--- config.mk ---
export PLATFORM = sky130hd
export DESIGN_NAME = slrl_ctrl
export DESIGN_NICKNAME = d
export VERILOG_FILES = /design/src/rtl/core/slrl_pkg.sv /design/src/rtl/core/slrl_ctrl.sv
export SDC_FILE = /design/constraint.sdc
export NUM_CORES = 1
export LEC_CHECK = 0
export BUFFER_PORTS_ARGS = -buffer_cell sky130_fd_sc_hd__buf_2
export CORE_AREA = 2 2 39 41
export CTS_CLUSTER_SIZE = 8
export DETAILED_ROUTE_END_ITERATION = 8
export DIE_AREA = 0 0 41 43
export HOLD_SLACK_MARGIN = 0.02
export PLACE_DENSITY = 0.55
export SYNTH_ARGS = -nofsm -noshare
export SYNTH_HDL_FRONTEND = slang
export SYNTH_SLANG_ARGS = --single-unit
--- constraint.sdc ---
create_clock -name clk -period 2.45 [get_ports clk]
set_input_delay 0.49 -clock clk [delete_from_list [all_inputs] [get_ports clk]]
set_output_delay 0.49 -clock clk [all_outputs]
set_load 0.01 [all_outputs]
--- src/rtl/core/slrl_pkg.sv ---
package slrl_pkg;

    localparam int NUM_SLOTS = 16;
    localparam int LOG_DEPTH = 64;
    localparam int TIME_BITS = 32;

    localparam int SLOT_W = $clog2(NUM_SLOTS);
    localparam int PTR_W  = $clog2(LOG_DEPTH);
    localparam int FILL_W = $clog2(LOG_DEPTH + 1);
    localparam int REQ_W  = 2;
    localparam int MAX_W  = 7;
    localparam int WIN_W  = 32;

    // APB register map
    localparam int CFG_DATA_W   = 32;
    localparam int CFG_ADDR_W   = 3;
    localparam int CFG_IDX_BIT  = 2;
    localparam logic REG_WINDOW_TICKS = 1'b0;
    localparam logic REG_MAX_MESSAGES = 1'b1;

    localparam logic [WIN_W-1:0] WINDOW_RESET = WIN_W'(1000);
    localparam logic [MAX_W-1:0] MAX_RESET    = MAX_W'(10);

    typedef enum logic [REQ_W-1:0] {
        REQ_RECORD  = 2'd0,
        REQ_CHECK   = 2'd1,
        REQ_REMOVE  = 2'd2,
        REQ_CLEANUP = 2'd3
    } req_t;

    typedef enum logic [2:0] {
        ST_IDLE,
        ST_EXEC,
        ST_SLOT,
        ST_WALK,
        ST_DONE
    } state_t;

    typedef struct packed {
        logic load;
        logic record;
        logic remove;
        logic slot_sel_req;
        logic slot_first;
        logic slot_next;
        logic walk_init;
        logic walk_run;
        logic commit_fill;
        logic out_load;
    } cmd_t;

    typedef struct packed {
        req_t req_type;
        logic present;
        logic walk_done;
        logic last_slot;
    } status_t;

endpackage

--- src/rtl/core/slrl_ctrl.sv ---
module slrl_ctrl import slrl_pkg::*; (
    input  logic    clk,
    input  logic    rst_n,
    input  logic    in_valid,
    output logic    in_ready,
    output logic    out_valid,
    input  logic    out_ready,
    input  status_t status,
    output cmd_t    cmd
);

    state_t state_reg;
    state_t state_next;
    logic   out_valid_reg;
    logic   out_valid_next;
    logic   out_free;

    assign out_free = !out_valid_reg || out_ready;

    always_comb
    begin
        state_next = state_reg;
        case (state_reg)
            ST_IDLE:
            begin
                if (in_valid)
                begin
                    state_next = ST_EXEC;
                end
            end
            ST_EXEC:
            begin
                case (status.req_type)
                    REQ_CHECK:   state_next = status.present ? ST_WALK : ST_DONE;
                    REQ_CLEANUP: state_next = ST_SLOT;
                    default:     state_next = ST_DONE;
                endcase
            end
            ST_SLOT:
            begin
                state_next = ST_WALK;
            end
            ST_WALK:
            begin
                if (status.walk_done)
                begin
                    if ((status.req_type == REQ_CLEANUP) && !status.last_slot)
                    begin
                        state_next = ST_SLOT;
                    end
                    else
                    begin
                        state_next = ST_DONE;
                    end
                end
            end
            ST_DONE:
            begin
                if (out_free)
                begin
                    state_next = ST_IDLE;
                end
            end
            default:
            begin
                state_next = ST_IDLE;
            end
        endcase
    end

    always_comb
    begin
        cmd      = '0;
        in_ready = 1'b0;
        case (state_reg)
            ST_IDLE:
            begin
                in_ready = 1'b1;
                cmd.load = in_valid;
            end
            ST_EXEC:
            begin
                case (status.req_type)
                    REQ_RECORD:  cmd.record = 1'b1;
                    REQ_REMOVE:  cmd.remove = 1'b1;
                    REQ_CHECK:
                    begin
                        cmd.slot_sel_req = status.present;
                        cmd.walk_init    = status.present;
                    end
                    REQ_CLEANUP: cmd.slot_first = 1'b1;
                    default:     cmd.record = 1'b0;
                endcase
            end
            ST_SLOT:
            begin
                cmd.walk_init = 1'b1;
            end
            ST_WALK:
            begin
                cmd.walk_run = 1'b1;
                if (status.walk_done && (status.req_type == REQ_CLEANUP))
                begin
                    cmd.commit_fill = 1'b1;
                    cmd.slot_next   = !status.last_slot;
                end
            end
            ST_DONE:
            begin
                cmd.out_load = out_free;
            end
            default:
            begin
                in_ready = 1'b0;
            end
        endcase
    end

    always_comb
    begin
        if (cmd.out_load)
        begin
            out_valid_next = 1'b1;
        end
        else if (out_ready)
        begin
            out_valid_next = 1'b0;
        end
        else
        begin
            out_valid_next = out_valid_reg;
        end
    end

    always_ff @(posedge clk or negedge rst_n)
    begin
        if (!rst_n)
        begin
            state_reg     <= ST_IDLE;
            out_valid_reg <= 1'b0;
        end
        else
        begin
            state_reg     <= state_next;
            out_valid_reg <= out_valid_next;
        end
    end

    assign out_valid = out_valid_reg;

endmodule

# Word level (Yosys, flattened, before mapping)
# Index checks and enable logic that the tools add are counted.
# totals
reg_bits,4
inputBits,9
output_inout_bits,12
elab_cells,43
# op_classes
muxes,22
n_reduce_logical,9
n_eq_ne,10
# op_table
cell,n
$mux W3,5
$pmux W3 S5,1
$mux W1,12
$eq A3 B2 Y1 const B,2
$ne A2 B2 Y1 const B,3
$pmux W3 S2,1
$eq A2 B2 Y1 const B,2
$mux W4,1
$eq A3 B1 Y1 const B,1
$eq A3 B3 Y1 const B,1
$logic_not A3 Y1,1
$reduce_and A3 Y1,1
$eq A2 B1 Y1 const B,1
$logic_and A1 B1 Y1,2
$logic_not A1 Y1,2
$logic_not A2 Y1,1
$mux W2,1
$pmux W1 S2,1
$reduce_bool A2 Y1,1
$logic_or A1 B1 Y1,1

# Logic depth before layout (Yosys ltp)
# depth
depth_word,5
ltp_mapped,4

# Worst setup path before layout
# OpenSTA, ideal clock, no wires.
# synth_timing
kind,input -> output
start,input status[4] (netlist name)
end,output cmd[3] (netlist name)
n_path_buf,0
path_stages,3
t_required_ns,1.960
setup_slack_ns,0.717
t_arrival_ns,1.243
cell_sequence,nand3b_1 or3b_1 a21oi_1
# synth_lines
element,line,source
start: declaration,slrl_ctrl.sv:8,"input status_t status,"
end: declaration,slrl_ctrl.sv:9,output cmd_t cmd

==> impl_results.md <==
* Worst Skew at 0.316 ps
* Clock sinks at 4
* Layout area overhead at 30.7%
* Final Non-Filler Cells at 77
* Worst EP required at 1960 ps
* Cell at the slowest stage of the critical path: dfrtp_1
* Finish-stage setup viols at 0
* Iter 0 DRT Violations at 10
* Slew Limit Headroom at 0.806
* Unrepaired setup endpoints after global routing: no
* Slowest Stage Delay on Critical Path at 500 ps
* FFs w/ async S/R, synth at 1.00
* Core area at 1380 sq um
* Die W at 41 microns
* Post-synthesis cell count at 42
* Gpl congestion at 0.692
* Post-synth EDFFs at 0
* Distinct cell type count after synthesis at 26
* Placed Cells at 74
* Final worst path period share at 0.837
* GRT Util Overall at 0.0997
* Primary FF master, synth: dfrtp_1
* Initial Util at 0.256
* DR DRC count at 0
* CTS clock-pin slew for the worst setup and hold paths at 40 ps
* Syn avg cell area at 8.43 sq um
* Clock Tree Buf Depth at 2
* HP Class: primary input to async pin
* Hold Fails Final Rpt at 0
* Main area contributors after synthesis: dfrtp_1 (28%), buf_6 (6.4%), nor2_1 (5.3%)
* Crit path max fanout at 12
* Post-CTS setup buffer count at 0
* Final ANT Viol Nets at 0
* Sequential share of the synthesized area at 0.283
* Cell row count at 14
* CTS tree: yes
* Worst VDD drop at 0.000345 V
* Post-synthesis cell area at 354 sq um
* CP top delay family: simple AND/OR/NAND/NOR gates
* Fin nets at 72
* Area leader, netlist: dfrtp_1
* Num CTS Buffers at 3
* DR WL/cell at 10.3 microns
* Worst path cell trace: or3b_4 > nor3b_1 > buf_2
* First-pass GRT wire length at 1200 microns
* Clock Latency Late Sink at 230 ps
* Initial antenna violation count at 0
* DP Area at 440 sq um
* Vias per cell at 4.87
* Post-synth top cells: nor2_1 (5), dfrtp_1 (4), nand2_1 (4)
* Die area at 1760 sq um
* Total power at 0.471 mW
* Clock root cell: clkbuf_4
* H-tree depth at 1
* Arrival @ worst endpoint at 1560 ps
* Total gr overflow at 0
* Number of global-route vias before repair at 306
* Antenna cells at 0
* I/O Pins at 21
* Post-CTS Hold Fix Bufs at 0
* Drt total wl at 796 microns
* Status: completed
* Finished Cell Area at 463 sq um
* Setup TNS at 0 ps
* Synth top area share at 0.283
* Largest net degree at the start of global routing at 13
* Peak Freq at 0.488 GHz
* FF+latch count, synth at 4
* Post-CTS resize count at 0
* First-pass DRT Iterations at 4
* Top-count cell post-synth: nor2_1
* Port Buffers at 20
* Max reg flops at 3
* Worst-margin pin slew at 291 ps
* Yosys warning total at 0
* Startpoint types: flip-flop
* Crit Path Class: flip-flop to output pin
* Pins Over Slew Limit at 0
* Pwr per Cell Area at 1020 nW/um^2
* Share of cells above drive strength 1 at 0.459
* Max Cap Viol at 0
* Worst setup EP type: output pin
* Syn nets at 51
* Final core utilization at 0.335
* Static leakage at 0.239 nW
* Buffers and inverters on the worst path at 1
* Die height at 43 microns
* Final Critical Period at 2050 ps
* Via count at 375
worst reg2reg max path: cells and delay by family, from the launching register on:
family,cells,cell delay [ps]
flip-flops,1,500
AO/OA/AOI/OAI,2,410
AND/OR/NAND/NOR,1,460
cell families after synthesis:
group | count (synthesis) | synth area share
buffers and inverters | 4 | 0.0954
flip-flops | 4 | 0.283
AND/OR/NAND/NOR | 25 | 0.431
AO/OA/AOI/OAI | 9 | 0.191
layout make-up:
class / count / area (sq um)
repair buffers: 20 / 100
multi-input cells: 34 / 220
clock buffers: 3 / 22.5
fillers: 158 / 921
well taps: 16 / 20.0
flip-flops and latches: 4 / 100
cell usage in the layout (no fill, tap or decap), types with 2 or more instances in the layout:
master    count
clkbuf_4      3
dfrtp_1       4
nor3_1        2
nand3b_1      2
a21oi_1       3
o21a_1        2
nand2_1       4
buf_2        20
nor2_1        5
where the power goes:
part	internal [mW]	switching (mW)	leakage [nW]	total (mW)
logic	0.127	0.112	0.174	0.239
clock network	0.0548	0.0266	0.0138	0.0814
registers	0.0941	0.0559	0.0509	0.150
total	0.276	0.194	0.239	0.471
layer usage:
layer / vias to the layer above / part of all wire / GRT usage
met5: - / 0 / 0
met4: 0 / 0 / 0.0400
met3: 0 / 0.11 / 0.0471
met2: 20 / 0.42 / 0.144
met1: 164 / 0.47 / 0.123
li1: 191 / - / -
final timing paths:
check                                         start                        to  slack, ps  depth (start not counted)
min reg2reg                state_reg[2]$_DFFE_PN0P_  state_reg[1]$_DFFE_PN0P_        620                          1
max                        state_reg[0]$_DFFE_PN0P_                    cmd[7]        400                          3
max reg2reg                state_reg[0]$_DFFE_PN0P_  state_reg[2]$_DFFE_PN0P_        990                          3
min in group clk                          out_ready     out_valid$_DFFE_PN0P_        530                          3
min                                           rst_n     out_valid$_DFFE_PN0P_         50                          1
max in group asynchronous                     rst_n  state_reg[0]$_DFFE_PN0P_       2280                          1
stage by stage:
| stage | hold WS [ps] | setup slack (ps) |
|---|---|---|
| finish | 51.8 | 399 |
| global route | 39.3 | 341 |
| CTS | 45.8 | 394 |
| detailed placement | 297 | 486 |
| global placement | 295 | 508 |
| floorplan | 194 | 717 |
No activity file was read; power rests on OpenSTA's default activity.
