### src/rtl/core/slrl_pkg.sv
package slrl_pkg;

    localparam int NUM_SLOTS = 16;
    localparam int LOG_DEPTH = 64;
    localparam int TIME_BITS = 32;

    localparam int SLOT_W = $clog2(NUM_SLOTS);
    localparam int PTR_W  = $clog2(LOG_DEPTH);
    localparam int FILL_W = $clog2(LOG_DEPTH + 1);
    localparam int REQ_W  = 2;
    localparam int MAX_W  = 7;
    localparam int WIN_W  = 32;

    // APB register map
    localparam int CFG_DATA_W   = 32;
    localparam int CFG_ADDR_W   = 3;
    localparam int CFG_IDX_BIT  = 2;
    localparam logic REG_WINDOW_TICKS = 1'b0;
    localparam logic REG_MAX_MESSAGES = 1'b1;

    localparam logic [WIN_W-1:0] WINDOW_RESET = WIN_W'(1000);
    localparam logic [MAX_W-1:0] MAX_RESET    = MAX_W'(10);

    typedef enum logic [REQ_W-1:0] {
        REQ_RECORD  = 2'd0,
        REQ_CHECK   = 2'd1,
        REQ_REMOVE  = 2'd2,
        REQ_CLEANUP = 2'd3
    } req_t;

    typedef enum logic [2:0] {
        ST_IDLE,
        ST_EXEC,
        ST_SLOT,
        ST_WALK,
        ST_DONE
    } state_t;

    typedef struct packed {
        logic load;
        logic record;
        logic remove;
        logic slot_sel_req;
        logic slot_first;
        logic slot_next;
        logic walk_init;
        logic walk_run;
        logic commit_fill;
        logic out_load;
    } cmd_t;

    typedef struct packed {
        req_t req_type;
        logic present;
        logic walk_done;
        logic last_slot;
    } status_t;

endpackage

### src/rtl/core/slrl_cfg.sv
module slrl_cfg import slrl_pkg::*; (
    input  logic                  clk,
    input  logic                  rst_n,
    input  logic                  psel,
    input  logic                  penable,
    input  logic                  pwrite,
    input  logic [CFG_ADDR_W-1:0] paddr,
    input  logic [CFG_DATA_W-1:0] pwdata,
    output logic [CFG_DATA_W-1:0] prdata,
    output logic                  pready,
    output logic [WIN_W-1:0]      window_ticks,
    output logic [MAX_W-1:0]      max_messages
);

    logic [WIN_W-1:0] window_reg;
    logic [MAX_W-1:0] max_reg;
    logic             wr_en;
    logic             reg_idx;

    assign pready  = 1'b1;
    assign reg_idx = paddr[CFG_IDX_BIT];
    assign wr_en   = psel && penable && pwrite && pready;

    always_ff @(posedge clk or negedge rst_n)
    begin
        if (!rst_n)
        begin
            window_reg <= WINDOW_RESET;
            max_reg    <= MAX_RESET;
        end
        else if (wr_en)
        begin
            if (reg_idx == REG_WINDOW_TICKS)
            begin
                window_reg <= pwdata[WIN_W-1:0];
            end
            else
            begin
                max_reg <= pwdata[MAX_W-1:0];
            end
        end
    end

    always_comb
    begin
        case (reg_idx)
            REG_WINDOW_TICKS: prdata = CFG_DATA_W'(window_reg);
            REG_MAX_MESSAGES: prdata = CFG_DATA_W'(max_reg);
            default:          prdata = '0;
        endcase
    end

    assign window_ticks = window_reg;
    assign max_messages = max_reg;

endmodule

### config.mk
export PLATFORM = sky130hd
export DESIGN_NAME = slrl_cfg
export DESIGN_NICKNAME = d
export VERILOG_FILES = /design/src/rtl/core/slrl_pkg.sv /design/src/rtl/core/slrl_cfg.sv
export SDC_FILE = /design/constraint.sdc
export NUM_CORES = 1
export LEC_CHECK = 0
export BUFFER_PORTS_ARGS = -buffer_cell sky130_fd_sc_hd__buf_4
export CORE_ASPECT_RATIO = 1.1
export CORE_MARGIN = 5
export CORE_UTILIZATION = 43
export DETAILED_ROUTE_END_ITERATION = 7
export PLACE_DENSITY = 0.8
export SLEW_MARGIN = 20
export SYNTH_ARGS = -nofsm -noshare
export SYNTH_HDL_FRONTEND = slang
export SYNTH_SLANG_ARGS = --single-unit
### constraint.sdc
create_clock -name clk -period 1.2 [get_ports clk]
set_clock_uncertainty 0.1 [all_clocks]
set_input_delay 0.12 -clock clk [delete_from_list [all_inputs] [get_ports clk]]
set_output_delay 0.12 -clock clk [all_outputs]
set_load 0.02 [all_outputs]
After elaboration in Yosys (flattened, before gate mapping)
Index checks and enable logic that the tools add are counted.
{"block": "word_totals", "word_cells": 8, "output_inout_bits": 72, "reg_bits": 39, "input_bits": 40}
{"block": "classes", "muxes": 1, "bitwise_logic": 1, "reduce_logical": 4}
{"cell": "32-bit case mux with 2 select lines", "n": 1}
{"cell": "2-bit AND reduction", "n": 2}
{"cell": "1-bit logical AND", "n": 2}
{"cell": "1-bit inverter", "n": 1}

Depth between registers and ports, before layout
Gate-level depths: netlist (run 1).
{"block": "depth", "depth_word": 3, "ltp_mapped": 4, "mapped_depth_nobuf": 2}

Least setup slack after synthesis (run 1)
OpenSTA, ideal clock, no wires.
{"block": "synth_timing", "path_kind": "input to register", "startpoint": "input paddr[2]", "endpoint": "register window_reg[0], in the netlist window_ticks[0]", "arrival_time_ps": 930, "cell_stages": 4, "path_slack_ps": 45, "path_buffers": 2, "required_ps": 975, "setup_time_ps": 125, "path_cell_list": "buf_2 > nand4b_4 > buf_6 > mux2_4"}
{"block": "synth_via", "elab_chain_len": 2}
{"element": "start: declaration", "line": "slrl_cfg.sv:7", "text": "input logic [CFG_ADDR_W-1:0] paddr,"}
{"element": "1-bit inverter"}
{"element": "2-bit AND reduction (no line)"}
{"element": "end signal: assignment", "line": "slrl_cfg.sv:35", "text": "window_reg <= pwdata[WIN_W-1:0];"}
{"element": "end: declaration", "line": "slrl_cfg.sv:15", "text": "logic [WIN_W-1:0] window_reg;"}
No other way between the ends.
A chain may end at the register's enable or synchronous reset.

Worst setup path after layout (run 1)
{"block": "layout_timing", "startpoint": "register window_reg[2], in the netlist window_ticks[2]", "endpoint": "output prdata[2]"}
{"block": "layout_via", "elab_chain_len": 1}
{"element": "32-bit case mux with 2 select lines", "line": "slrl_cfg.sv:46", "text": "case (reg_idx)"}
{"element": "end: declaration", "line": "slrl_cfg.sv:9", "text": "output logic [CFG_DATA_W-1:0] prdata,"}
No other way between the ends.

==> results.toml, run 1 <==
[run_status]
outcome = "finished with violations"
violations = "setup timing"

[setup_path]
timing.critical_path.slowest_stage_cell = "dfrtp_1"
crit_path_start_kind = "flop"
crit_path_cell_trace = "mux2_4, buf_6"
required_ns = 0.98
crit_fanout = 2
critical_path_buf_inv_count = 1
cp.arrival_ns = 1.14
cp_slowest_stage_delay_ns = 0.42
critical_path.endpoint_type = "primary output"
crit_family = "flip-flops"
timing_worst_setup_path_type = "flop to primary output"

[clock_tree]
clock_latency_ns = 0.29
h-tree-depth = 2
cts.sinks = 39
tritoncts = "yes"
clk_path_buf_depth = 2
cts_buffers = 5
cts_root_buffer = "clkbuf_8"
clk_pin_slew_ns = 0.08

[sta]
rsz0062_at_grt = "yes"
slew_viol_final = 0
whs_ns = 0.255
clock.fmax_mhz = 736
setup-violations-final = 33
final_period_minus_worst_setup_slack_ns = 1.36
final_critical_path_setup_slack_ns = -0.160
period_share = 1.13
final-hold-violation-count = 0
setup_tns_ns = -2.47

[floorplan]
io-pin-count = 112
die_h_um = 79.1
core_box_area_um2 = 4250
die_ar_um2 = 5760
floorplan.initialDensity = 0.439
num_rows = 25
die_width_um = 72.8

[global_route]
grt_antenna_before_repair = 0
grt_remaining_overflow = 0
wire_length_of_the_first_global_routing_pass_um = 9870
grt_max_degree = 40
gr-usage-all-layers = 0.226
first_global_vias = 1943

[final_layout]
num_antenna_cells = 0
layout-area-overhead-vs-synth_pct = 110
filler_cell_count = 139
layout-drive-gt1-share = 0.760
mostFrequentLayoutCell = "buf_4"
most-common-layout-cells = "buf_4, buf_6, mux2_4"
final_nets = 356

[logic_synthesis]
multiplexer_area_fraction_after_synthesis = 0.338
ys_warn_count = 0
postSynthNetCount = 161
synth-seq-cells = 39
netlist_area_um2 = 1870
netlist_instances = 121
post_synth_num_cell_types = 12
synth-compound-area-share = 0
seq_area_frac_synth = 0.529
synth_adder_area_share = 0
yosys.area_share.xor_xnor = 0
syn_avg_cell_area_um2 = 15.4
post_synth_and_or_nand_nor_area_fraction = 0.0999
synth_top_family_by_area = "multiplexers"

[worst_hold_path]
hold_class = "input pin to async pin"

[drt]
route.detailed.drc = 0
firstDrtPassIters = 4
drtAntennaViolNets = 0
num_vias = 1803
wl_per_cell_um = 22.1
dr.first_iter.drc_count = 73
wl_um = 8200
via_per_inst = 4.86

[power_and_ir_drop]
power_frac_clock = 0.180
ir_worst_vdd_mv = 1.15
finalPower_uw = 6430
sequentialPowerShare = 0.298
leakagePower_uw = 0.00205
switching_power_share_of_the_total = 0.332
netSwitchingPower_uw = 2140
power_density_nw_per_um2 = 1640
intPower_uw = 4290
power.share.combinational = 0.522

[placed_design]
finalWeightedCongestion = 0.749
place_hpwl_um = 3670
port_buffers = 108

[job]
max_cap_viol_count = 0
[path summary, 6_finish.rpt]
path	start	endpoint	slack, ns	cells past startpoint
min in group clk	paddr[2]	max_messages[0]	0.32	4
min	rst_n	window_ticks[25]	0.25	2
max in group asynchronous	rst_n	max_messages[1]	0.39	2
max reg2reg	window_ticks[31]	window_ticks[31]	0.08	3
max	window_ticks[2]	prdata[2]	-0.16	2
min reg2reg	window_ticks[10]	window_ticks[10]	0.46	1
[per-layer routing]
metal / wire length (µm) / share of wire / global-route usage / vias up
met5: 0 / 0 / 0 / -
met1: 3040 / 0.37 / 0.229 / 915
met3: 376 / 0.046 / 0.0506 / 14
li1: - / - / - / 796
met2: 4610 / 0.56 / 0.448 / 78
met4: 171 / 0.021 / 0.0590 / 0
[power groups by stage]
stage / Clock [µW] / Combinational [µW] / Sequential, µW
final: 1160 / 3350 / 1920
after global routing: 1240 / 3480 / 1940
after CTS: 1160 / 2660 / 1860
after detailed placement: 0 / 2130 / 1910
after global placement: 0 / 2080 / 1900
after floorplan: 0 / 816 / 2220
[layout make-up]
| cell class | count | area, µm² | share of cell area |
|---|---|---|---|
| multi-input combinational | 74 | 955 | 0.244 |
| clock buffer | 6 | 82.6 | 0.0211 |
| timing repair buffer | 196 | 1790 | 0.458 |
| clock inverter | 2 | 35.0 | 0.00894 |
| sequential | 39 | 986 | 0.252 |
| tap | 54 | 67.6 | 0.0172 |
[per-stage QoR]
| stage | instance area [µm²] | worst slack, ns | cells | utilization |
|---|---|---|---|---|
| after floorplan | 1870 | 0.0447 | 121 | - |
| after global placement | 2760 | 0.0155 | 281 | 0.648 |
| after detailed placement | 2760 | -0.00259 | 281 | 0.648 |
| after CTS | 3470 | -0.134 | 348 | 0.816 |
| after global routing | 3920 | -0.196 | 371 | 0.921 |
| final | 3920 | -0.160 | 371 | 0.921 |
[registers in the layout, summed over array words and instances, names as in the netlist]
name          cells
window_ticks     32
max_messages      7
[worst reg2reg max path, stage by stage, from the launching register on]
cell and delay [ns]:
dfrtp_1 0.41, buf_4 0.14, buf_4 0.12, mux2_4 0.25
[synthesized netlist by cell type]
master,instances,area (µm²)
mux2_2,16,180
buf_2,2,10.0
nand4_1,1,6.26
conb_1,1,3.75
mux2_4,30,450
nor2b_1,25,156
dfstp_2,8,210
dfrtp_1,31,776
buf_4,1,7.51
buf_6,3,33.8
clkbuf_1,2,7.51
nand4b_4,1,23.8
[repair_timing]
item	in CTS	in global routing
setup endpoints to repair	34	50
hold buffers	33	0
hold endpoints to repair	69	0
gates resized for setup	19	72
buffers inserted	26	23
[logic make-up (layout without fill, tap and decap cells)]
family / Yosys count / after routing
flip-flops: 39 / 39
other: 1 / 1
multiplexers: 46 / 46
buffers and inverters: 8 / 204
AND/OR/NAND/NOR: 27 / 27
No activity file was read; power rests on OpenSTA's default activity.
==> inputs of run 2 (changes only) <==
--- a/config.mk
+++ b/config.mk
@@ -7,7 +7,6 @@
 export LEC_CHECK = 0
 export BUFFER_PORTS_ARGS = -buffer_cell sky130_fd_sc_hd__buf_4
 export CORE_ASPECT_RATIO = 1.1
-export CORE_MARGIN = 5
 export CORE_UTILIZATION = 43
 export DETAILED_ROUTE_END_ITERATION = 7
 export PLACE_DENSITY = 0.8
==> run 2 against run 1 <==
  * The run now fails in 5_1_grt
  * Synthesized cell count is the same
  * Area after synthesis unchanged
==> results.toml, run 2 <==
[placed_design]
preCtsSetupSlack_ns = -0.00661
place_hpwl_um = 3310
dpl-instance-area_um2 = 2760
finalWeightedCongestion = 0.677
port_buffers = 108

[floorplan]
die_width_um = 64.8
num_rows = 24
io-pin-count = 112
die_h_um = 71.1
floorplan.initialDensity = 0.460

[clock_tree]
h-tree-depth = 2
cts.sinks = 39
clk_path_buf_depth = 2
cts_root_buffer = "clkbuf_8"
cts_buffers = 5

[run_status]
outcome = "aborted with a tool error"
lastStage = "5_1_grt"
firstError = "[ERROR GRT-0232] Routing congestion too high. Check the congestion heatmap in the GUI."

[logic_synthesis]
netlist_instances = 121
netlist_area_um2 = 1870
syn_avg_cell_area_um2 = 15.4
synth.top_cells.by_area = "dfrtp_1, mux2_4, dfstp_2"
post_synth_num_cell_types = 12
synth_enable_flop_cells = 0
ys_warn_count = 0
ys.flop_type = "dfrtp_1"
postSynthNetCount = 161
synth_most_common_cell = "dfrtp_1"
seq_area_frac_synth = 0.529
area_fraction_of_the_dominant_cell_type_after_synthesis = 0.416
synth-seq-cells = 39
synth.cells.most_frequent = "dfrtp_1, mux2_4, nor2b_1, mux2_2, dfstp_2"
synthArstFlopShare = 1.00
netlist.top_cell.by_area = "dfrtp_1"

[global_route]
grt_antenna_before_repair = 1
grt_max_degree = 40
gr-usage-all-layers = 0.794
grt_remaining_overflow = 137

[sta]
grt_repair_worst_endpoint = "prdata[7]"
worstEndpointType = "output port"
==> run 2: cell counts after synthesis <==
No cell type changed its count.
==> run 2: timing repair <==
action / in CTS
hold endpoints to repair: 70
buffers inserted: 27
setup endpoints to repair: 33
resized for setup: 20
hold buffers: 33
==> run 2: cell families after synthesis <==
family | count (synthesis) | synth area share
muxes | 46 | 0.338
other | 1 | 0.00201
buffers and inverters | 8 | 0.0315
and+or+nand+nor | 27 | 0.0999
DFF | 39 | 0.529
==> run 2: metal layers <==
layer,GRT overflow,global-route usage
met1,0,0.792
met2,84,0.993
met3,0,0.542
met4,53,0.919
met5,0,0.0682
==> run 2: stage by stage <==
| stage | hold WS, ns | cells | TNS, ns |
|---|---|---|---|
| 3_3_place_gp | 0.0155 | 280 | 0 |
| 4_1_cts | 0.252 | 348 | -1.51 |
| 3_5_place_dp | 0.0168 | 280 | -0.00954 |
| 2_1_floorplan | -0.276 | 121 | 0 |
==> inputs of run 3 (changes only) <==
--- a/config.mk
+++ b/config.mk
@@ -6,10 +6,9 @@
 export NUM_CORES = 1
 export LEC_CHECK = 0
 export BUFFER_PORTS_ARGS = -buffer_cell sky130_fd_sc_hd__buf_4
-export CORE_ASPECT_RATIO = 1.1
-export CORE_UTILIZATION = 43
+export CORE_UTILIZATION = 40
 export DETAILED_ROUTE_END_ITERATION = 7
-export PLACE_DENSITY = 0.8
+export PLACE_DENSITY_LB_ADDON = 0.15
 export SLEW_MARGIN = 20
 export SYNTH_ARGS = -nofsm -noshare
 export SYNTH_HDL_FRONTEND = slang
==> run 3 against run 2 <==
  * The flow now finishes, with violations (setup timing)
==> results.toml, run 3 (synthesis gave the netlist of run 1 again) <==
[setup_path]
cp.arrival_ns = 1.11
crit_path_start_kind = "flop"
critical_path.endpoint_type = "primary output"
required_ns = 0.98
crit_fanout = 3
timing_worst_setup_path_type = "flop to primary output"

[placed_design]
preCtsSetupSlack_ns = 0.00407
finalWeightedCongestion = 0.740
cell_count_post_placement = 278
place_hpwl_um = 3220
port_buffers = 108

[run_status]
violations = "setup timing"
outcome = "finished with violations"

[global_route]
first_global_vias = 1658
grt_antenna_before_repair = 0
grt_max_degree = 40
wire_length_of_the_first_global_routing_pass_um = 8290
grt_remaining_overflow = 0
gr-usage-all-layers = 0.216

[clock_tree]
tritoncts = "yes"
cts_buffers = 5
clk_pin_slew_ns = 0.07
h-tree-depth = 2
cts_root_buffer = "clkbuf_8"
cts.sinks = 39
clock_latency_ns = 0.28
clk_path_buf_depth = 2

[sta]
rsz0062_at_grt = "yes"
final_period_minus_worst_setup_slack_ns = 1.33
clock.fmax_mhz = 750
final_critical_path_setup_slack_ns = -0.134
slew_viol_final = 0
whs_ns = 0.233
setup-violations-final = 30
setup_tns_ns = -1.67
period_share = 1.11
final-hold-violation-count = 0

[drt]
route.detailed.drc = 0
firstDrtPassIters = 4
via_per_inst = 4.72
dr.first_iter.drc_count = 45
num_vias = 1643
wl_um = 5820
drtAntennaViolNets = 0
wl_per_cell_um = 16.7

[power_and_ir_drop]
finalPower_uw = 5750
power_density_nw_per_um2 = 1570
leakagePower_uw = 0.00190
ir_worst_vdd_mv = 1.05

[final_layout]
final_nets = 335
most-common-layout-cells = "buf_4, buf_6, dlygate4sd3_1"
largest_register_ffs = 32
num_antenna_cells = 0
mostFrequentLayoutCell = "buf_4"
post_layout_nonfiller_instances = 348
layout-drive-gt1-share = 0.733
filler_cell_count = 234
layout-area-overhead-vs-synth_pct = 97.0

[floorplan]
num_rows = 24
io-pin-count = 112
die_ar_um2 = 4940
floorplan.initialDensity = 0.423
die_width_um = 70.3
core_box_area_um2 = 4410
die_h_um = 70.3

[worst_hold_path]
hold_class = "input pin to async pin"

[job]
max_cap_viol_count = 0
## run 3: path summary, 6_finish.rpt
check,slack [ns],startpoint,end,cells after the start
max,-0.13,window_ticks[6],prdata[6],2
min,0.23,rst_n,window_ticks[14],2
max reg2reg,0.16,window_ticks[7],window_ticks[7],3
min reg2reg,0.44,window_ticks[21],window_ticks[21],1
max in group asynchronous,0.40,rst_n,window_ticks[6],2
min in group clk,0.29,paddr[2],max_messages[3],4
## run 3: stage by stage
stage	area (µm²)	utilization
6_report	3670	0.832
5_1_grt	3670	0.832
4_1_cts	3380	0.766
3_5_place_dp	2760	0.625
3_3_place_gp	2760	0.625
2_1_floorplan	1870	-
## run 3: cell type report
cell class / instances / area [µm²] / area share
multi-input combinational: 74 / 921 / 0.251
tap: 52 / 65.1 / 0.0177
timing repair buffer: 175 / 1600 / 0.436
sequential: 39 / 986 / 0.268
clock buffer: 8 / 100 / 0.0272
## run 3: repair_timing
item / in CTS / in global routing
endpoints found under the hold margin: 70 / 0
setup endpoints to repair: 32 / 47
setup buffers: 17 / 12
pin swaps: 0 / 0
gates cloned: 0 / 0
resized for setup: 16 / 54
hold buffers: 33 / 0
## run 3: where the power goes
group          total [µW]  switching, µW  leakage [µW]  internal [µW]
clock network         960            436     0.0000515            524
registers            1880            228      0.000456           1650
logic                2910           1210       0.00139           1710
## run 3: critical path, cell delays in order, from the launching register on
cell     delay, ns
dfstp_2       0.55
mux2_2        0.16
buf_6         0.11
## run 3: per-layer routing
metal	GRT usage	part of all wire
met3	0.0418	0.043
met1	0.252	0.38
met5	0	0
met4	0.0733	0.010
met2	0.393	0.57
